[config.mk]
export PLATFORM = sky130hd
export DESIGN_NAME = prfr_mod_unit
export DESIGN_NICKNAME = d
export VERILOG_FILES = /design/src/design/assert_macros.svh /design/src/design/prfr_pkg.sv /design/src/design/prfr_mod_unit.sv
export SDC_FILE = /design/constraint.sdc
export NUM_CORES = 1
export LEC_CHECK = 0
export BUFFER_PORTS_ARGS = -buffer_cell sky130_fd_sc_hd__buf_4
export CAP_MARGIN = 10
export CORE_ASPECT_RATIO = 0.6
export CORE_MARGIN = 2
export CORE_UTILIZATION = 59
export CTS_BUF_LIST = sky130_fd_sc_hd__clkbuf_4 sky130_fd_sc_hd__clkbuf_8
export DETAILED_ROUTE_END_ITERATION = 10
export GPL_TIMING_DRIVEN = 0
export HOLD_SLACK_MARGIN = 0.03
export PLACE_DENSITY = 0.88
export REMOVE_ABC_BUFFERS = 1
export SLEW_MARGIN = 20
export SYNTH_ARGS = -nofsm -noshare
export SYNTH_HDL_FRONTEND = slang
export SYNTH_SLANG_ARGS = --single-unit
[constraint.sdc]
create_clock -name i_clk -period 4.15 [get_ports i_clk]
set_input_delay 0 -clock i_clk [delete_from_list [all_inputs] [get_ports i_clk]]
set_output_delay 0 -clock i_clk [all_outputs]
set_load 0.01 [all_outputs]
[src/design/assert_macros.svh]
// Assertion macros shared by the packet ring FEC retransmit RTL.
// Define NO_ASSERTIONS to compile every use down to nothing.
`ifndef ASSERT_MACROS_SVH
`define ASSERT_MACROS_SVH
`ifndef NO_ASSERTIONS
// cond holds at every clock edge outside reset
`define ASSERT_ALWAYS(label, clk, rst_n, cond) \
    label: assert property (@(posedge clk) disable iff (!(rst_n)) (cond)) \
        else $error("assertion failed");
// cons holds in the same cycle as ante
`define ASSERT_IMPLIES(label, clk, rst_n, ante, cons) \
    label: assert property (@(posedge clk) disable iff (!(rst_n)) (ante) |-> (cons)) \
        else $error("assertion failed");
// cons holds in the cycle after ante
`define ASSERT_NEXT(label, clk, rst_n, ante, cons) \
    label: assert property (@(posedge clk) disable iff (!(rst_n)) (ante) |=> (cons)) \
        else $error("assertion failed");
`else
`define ASSERT_ALWAYS(label, clk, rst_n, cond)
`define ASSERT_IMPLIES(label, clk, rst_n, ante, cons)
`define ASSERT_NEXT(label, clk, rst_n, ante, cons)
`endif
`endif

[src/design/prfr_pkg.sv]
// Shared constants and types of the packet ring FEC retransmit block.
// No dependencies; used by prfr_mod_unit, packet_ring_fec_retransmit and the testbench.
package prfr_pkg;

    // RING_DEPTH must be a power of two: the slot is the low sequence bits.
    localparam int RING_DEPTH      = 4096;
    localparam int FRAME_WORDS     = 20;
    localparam int FEC_SKIP_PERIOD = 7;

    localparam int SLOT_W = $clog2(RING_DEPTH);
    localparam int ADDR_W = $clog2(RING_DEPTH * FRAME_WORDS);
    localparam int WPOS_W = (FRAME_WORDS > 1) ? $clog2(FRAME_WORDS) : 1;
    localparam int REM_W  = (FEC_SKIP_PERIOD > 2) ? $clog2(FEC_SKIP_PERIOD) : 1;

    localparam logic [31:0] PARITY_FLAG = 32'h8000_0000;

    typedef logic [SLOT_W-1:0] t_slot;
    typedef logic [ADDR_W-1:0] t_addr;
    typedef logic [WPOS_W-1:0] t_wpos;

    typedef enum logic {
        ACT_WORD = 1'b0,
        ACT_NACK = 1'b1
    } t_action;

    typedef enum logic {
        KIND_DATA   = 1'b0,
        KIND_PARITY = 1'b1
    } t_kind;

    typedef struct packed {
        logic        valid;
        logic [31:0] tag;
    } t_tag_entry;

    // status of the sequence-number remainder unit
    typedef struct packed {
        logic busy;
        logic zero;
    } t_mod_status;

endpackage

[src/design/prfr_mod_unit.sv]
// Remainder of a 32-bit sequence number by FEC_SKIP_PERIOD, one hex digit per cycle.
// Depends on prfr_pkg.
module prfr_mod_unit (
    input  logic                  i_clk,
    input  logic                  i_rst_n,
    input  logic                  i_start,
    input  logic [31:0]           i_value,
    output prfr_pkg::t_mod_status o_status
);
    import prfr_pkg::*;

    localparam int DIGITS = 32 / 4;
    localparam int CNT_W  = $clog2(DIGITS);
    localparam int FOLD_W = REM_W + 4;

    localparam logic [FOLD_W-1:0] P1 = FOLD_W'(FEC_SKIP_PERIOD);
    localparam logic [FOLD_W-1:0] P2 = FOLD_W'(FEC_SKIP_PERIOD * 2);
    localparam logic [FOLD_W-1:0] P4 = FOLD_W'(FEC_SKIP_PERIOD * 4);
    localparam logic [FOLD_W-1:0] P8 = FOLD_W'(FEC_SKIP_PERIOD * 8);

    logic             r_busy;
    logic [CNT_W-1:0] r_cnt;
    logic [REM_W-1:0] r_rem;
    logic [31:0]      r_val;
    logic [REM_W-1:0] n_rem;
    logic [FOLD_W-1:0] fold;

    // rem*16 + digit stays below 16*P, so four restoring steps finish it
    always_comb begin
        fold = {r_rem, r_val[31:28]};
        if (fold >= P8) fold = fold - P8;
        if (fold >= P4) fold = fold - P4;
        if (fold >= P2) fold = fold - P2;
        if (fold >= P1) fold = fold - P1;
        n_rem = fold[REM_W-1:0];
    end

    always_ff @(posedge i_clk) begin
        if (!i_rst_n) begin
            r_busy <= 1'b0;
            r_cnt  <= '0;
        end else if (i_start) begin
            r_busy <= 1'b1;
            r_cnt  <= '0;
        end else if (r_busy) begin
            r_cnt <= r_cnt + CNT_W'(1);
            if (r_cnt == CNT_W'(DIGITS - 1)) begin
                r_busy <= 1'b0;
            end
        end
    end

    always_ff @(posedge i_clk) begin
        if (i_start) begin
            r_val <= i_value;
            r_rem <= '0;
        end else if (r_busy) begin
            r_val <= {r_val[27:0], 4'h0};
            r_rem <= n_rem;
        end
    end

    assign o_status.busy = r_busy;
    assign o_status.zero = (r_rem == '0);

endmodule

Yosys cells after proc, flatten, opt, wreduce, memory -nomap -nowiden --
Index checks and enable logic that the tools add are counted.
Cells by class: add/subtract/negate cells 5, order comparisons 4, equal/unequal tests 1, multiplexer cells 9, bitwise gates (word level) 1, reduce and logical (&&, ||, !) cells 3
Operators with widths (number):
- $mux W32 | 2
- $mux W7 | 3
- $ge A7 B3 Y1 const B | 1
- $ge A7 B4 Y1 const B | 1
- $ge A7 B5 Y1 const B | 1
- $ge A7 B6 Y1 const B | 1
- $sub A7 B4 Y7 const B | 1
- $sub A7 B5 Y7 const B | 1
- $sub A7 B6 Y7 const B | 1
- $add A3 B1 Y3 const B | 1
- $eq A3 B3 Y1 const B | 1
- $logic_not A3 Y1 | 1
- $mux W1 | 3
- $mux W3 | 1
- $sub A3 B3 Y3 const B | 1
- $reduce_bool A2 Y1 | 1
- $reduce_or A2 Y1 | 1
- $not A1 Y1 | 1
Word-level totals: flip-flop bits (word level) 39, input port bits 35, output and inout bits 2, logic and storage cells 27

Logic depth before layout (Yosys ltp) --
depth in word-level cells 8, mapped depth 15, mapped depth without buffers 14

Worst setup path after synthesis --
Ideal clock, no wire load.
path kind register to register, start point register r_val[31], end point register r_rem[1], setup time 0.112 ns, arrival 3.247 ns, data required time 4.038 ns, slack 0.791 ns, cell stages (with the launch flop) 15, buffers on the path 1, period minus slack after synthesis 3.359 ns, path through edfxtp_1 > ha_1 > buf_6 > nor2b_1 > a21oi_2 > nand2_1 > mux2i_4 > ha_1 > a41o_1 > a41o_1 > a21oi_1 > and2b_1 > a21o_4 > a211o_1 > a2111oi_1
Between the ends: longest elaborated chain between the ends 8, elaborated cells between the ends (all ways) 12, those cells by class 4 x add/sub; 4 x order compare; 4 x mux
RTL lines:
- start: declaration | RTL line prfr_mod_unit.sv:24 | logic [31:0] r_val;
- start signal: assignment | RTL line prfr_mod_unit.sv:55 | r_val <= i_value;
- start signal: assignment | RTL line prfr_mod_unit.sv:58 | r_val <= {r_val[27:0], 4'h0};
- $sub A7 B6 Y7 or $ge A7 B6 Y1 (tied branches) | RTL line prfr_mod_unit.sv:31 | if (fold >= P8) fold = fold - P8;
- $mux W7 * | RTL line prfr_mod_unit.sv:31
- $sub A7 B5 Y7 or $ge A7 B5 Y1 (tied branches) | RTL line prfr_mod_unit.sv:32 | if (fold >= P4) fold = fold - P4;
- $mux W7 * | RTL line prfr_mod_unit.sv:32
- $sub A7 B4 Y7 or $ge A7 B4 Y1 (tied branches) | RTL line prfr_mod_unit.sv:33 | if (fold >= P2) fold = fold - P2;
- $mux W7 * | RTL line prfr_mod_unit.sv:33
- $ge A7 B3 Y1 or $sub A3 B3 Y3 (tied branches) | RTL line prfr_mod_unit.sv:34 | if (fold >= P1) fold = fold - P1;
- $mux W3 * | RTL line prfr_mod_unit.sv:34
- end signal: assignment | RTL line prfr_mod_unit.sv:59 | r_rem <= n_rem;
- end: declaration | RTL line prfr_mod_unit.sv:23 | logic [REM_W-1:0] r_rem;
Mark *: on every way between the ends. The rest lies on a longest branch, timed or not. A chain may end at the register's enable or synchronous reset.

Worst setup path after layout --
Ends and elaborated chain as after synthesis.

==> metrics.csv <==
metric,value,unit
grt_max_degree,41,
syn_inst,211,
io_buffers,36,
cts_buffer_depth,2,
nNetsFinal,332,
endpoint,r_rem[1],
cap_viol_max_count,0,
r2r_end,r_rem[1],
finalSetupTns,0,ns
grt_use_met2,0.5448,
ys_types,66,
drt_iter0_markers,240,
clk_pin_slew,0.08,ns
area_growth,32.76,%
wirelength,7.026,mm
antenna_found_initial,1,
grt_pass1_vias,1977,
fmax,0.2455,GHz
ant_nets,0,
synth_edf_count,32,
hold_viol,0,
whs_path_depth,2,
gr-total-overflow,0,
drtPass1Iterations,6,
vdd.ir_drop.worst,0.0002627,V
vias_per_cell,6.037,
die_w,88.83,microns
gp_congestion,0.8576,
cts_tree,yes,
n_fill_cell,231,
total_leakage_power,1.359,nW
status,completed,
hp-class,in2reg,
synth-seq-cells,39,
end_kind,flip-flop,
synth_flop_cell,edfxtp_1,
setup_viol,0,
holdWs,0.2519,ns
start_util,0.6181,
root_buffer,clkbuf_8,
fin_skew,0.005736,ns
seq_area,1104,sq um
synthDominantCellAreaShare,0.3772,
wl_per_cell,19.90,microns
path_class,reg2reg,
grtUsageTotal,0.2871,
slew_violations,0,
yosys_warnings,0,
r2r_slack,0.08,ns
multi_input_area,1376,sq um
grt-busiest-layer,met2,
worstSkewPairLatency,0.30,ns
io-pin-count,37,
grtUsageMet3,0.06083,
fin_crit,4.074,ns
dp_hpwl,3.637,mm
drc,0,
met1_usage,0.3314,
synth-seq-area-share,0.4322,
dieHeight,54.90,microns
power_density,403.7,nW/um^2
r2r_cells,12,
vias,2131,
post-route-period-util,0.9817,
grt_pass1_wl,9.936,mm
layout-drive-gt1-share,0.3973,
synth_area,2547,sq um
crit_path_start,r_val[31],
rows,18,
dieArea,4877,sq um
cp.required,4.31,ns
crit_fanout,9,
relSlewSlack,0.4946,
synth.area.top_cells,"edfxtp_1, mux2_2, dfxtp_1",
worst_pin_slew,0.7581,ns
startpoint_type,flip-flop,
cts_htree_levels,2,
core_area,4121,sq um
synth_top_area_cell,edfxtp_1,
r2r_start,r_val[31],
arrival,4.24,ns
clkSinkCount,39,
synthArstFlopShare,0,
numCtsBuffers,5,
avgSynthCellArea,12.07,sq um
==> cell type report <==
type | instances | share of cell area
clock inverters | 2 | 0.003700
diodes | 1 | 0.0007399
flip-flops and latches | 39 | 0.3263
repair buffers | 85 | 0.2131
well taps | 60 | 0.02220
inverters | 4 | 0.004440
multi-input cells | 156 | 0.4070
clock buffers | 6 | 0.02257
==> synth_stat cells (all sizes together), types with 2 or more instances <==
| cell | n |
|---|---|
| nand2 | 10 |
| mux2 | 29 |
| and2b | 3 |
| a311oi | 2 |
| and2 | 5 |
| nor3b | 2 |
| ha | 6 |
| o21ai | 2 |
| inv | 4 |
| nor4b | 2 |
| mux2i | 8 |
| nor2b | 4 |
| a211oi | 2 |
| dfxtp | 7 |
| nand3 | 6 |
| nand2b | 3 |
| buf | 12 |
| xnor2 | 3 |
| a21oi | 7 |
| nor2 | 13 |
| a21o | 3 |
| nor3 | 4 |
| a41o | 2 |
| o21a | 4 |
| edfxtp | 32 |
| and3 | 3 |
| a31oi | 2 |
| a2111oi | 3 |
| a211o | 2 |
| nand3b | 2 |
| a21boi | 2 |
| and3b | 3 |
| or2 | 3 |
| or2b | 3 |
==> power breakdown <==
part	leakage [nW]	total, mW	switching [mW]	internal (mW)
Sequential	0.383	0.518	0.0452	0.473
Clock	0.0446	0.264	0.140	0.124
Combinational	0.932	0.583	0.299	0.284
Total	1.36	1.37	0.484	0.881
==> state kept, by name, summed over array words and instances (netlist names) <==
register / flops
r_val: 32
r_rem: 3
r_cnt: 3
r_busy: 1
==> critical path, cell delays in order (launching register included) <==
cell and delay [ns]:
edfxtp_1 0.57, ha_4 0.26, a21o_1 0.24, mux2i_1 0.28, nand2_1 0.12, mux2i_4 0.26
ha_1 0.37, nor4b_2 0.59, or2b_1 0.22, nor3_1 0.07, o221a_4 0.26, a211o_1 0.30
a2111oi_1 0.40
==> how the worst min path moves through the flow <==
stage                          end  startpoint  slack [ns]
after detailed placement    r_busy     i_rst_n        0.23
after CTS                 r_rem[2]     i_start        0.21
after floorplan           r_rem[2]     i_start        0.07
after global routing        r_busy     i_start        0.26
after global placement      r_busy     i_rst_n        0.21
final                       r_busy     i_start        0.25
==> kinds of logic (layout without fill, tap and decap cells) <==
family	count (synthesis)	count (layout)	share of synthesized area
simple gates	70	70	0.1763
compound gates	39	39	0.1410
flops	39	39	0.4322
mux	37	37	0.1645
buf+inv	16	97	0.04273
fa+ha+maj	6	6	0.02947
xor+xnor	4	4	0.01375
other cells	0	1	0
==> stage by stage <==
stage	util	cells	instance area, sq um	setup WS, ns	power, mW
floorplan	-	199	2454	0.6374	0.8539
detailed placement	0.6791	295	2799	-0.03904	0.9744
global placement	0.6791	295	2799	0.05728	0.9519
CTS	0.7826	336	3226	0.03821	1.256
finish	0.8206	353	3382	0.07601	1.365
global route	0.8206	353	3382	-0.07259	1.411
==> layout by cell type, fill, tap and decap left out, types with 3 or more instances in the layout <==
| cell type | instances |
|---|---|
| edfxtp_1 | 32 |
| dlygate4sd3_1 | 33 |
| nor3_1 | 3 |
| a21oi_1 | 5 |
| nand3_1 | 6 |
| buf_4 | 52 |
| or2_2 | 3 |
| clkbuf_8 | 5 |
| mux2_2 | 28 |
| dfxtp_1 | 5 |
| nand2_1 | 10 |
| inv_1 | 4 |
| nor2b_1 | 4 |
| ha_1 | 4 |
| and2_1 | 5 |
| and2b_1 | 3 |
| a2111oi_1 | 3 |
| nand2b_1 | 3 |
| o21a_1 | 4 |
| mux2i_1 | 7 |
| xnor2_1 | 3 |
| nor2_1 | 13 |
==> routing by layer <==
layer  wire length, microns  up-vias  share of wire
met2                   3532      128           0.50
met4                    301        0          0.043
li1                       -      959              -
met5                      0        -              0
met3                    591       43          0.084
met1                   2599     1001           0.37
==> what timing repair did <==
action | in CTS | in global routing
pin swaps | 0 | 6
endpoints found under the setup margin | 2 | 3
hold buffers | 33 | 0
setup buffers | 0 | 16
resized for setup | 3 | 7
hold endpoints to repair | 36 | 0
Power figures use the tool's default switching activity.
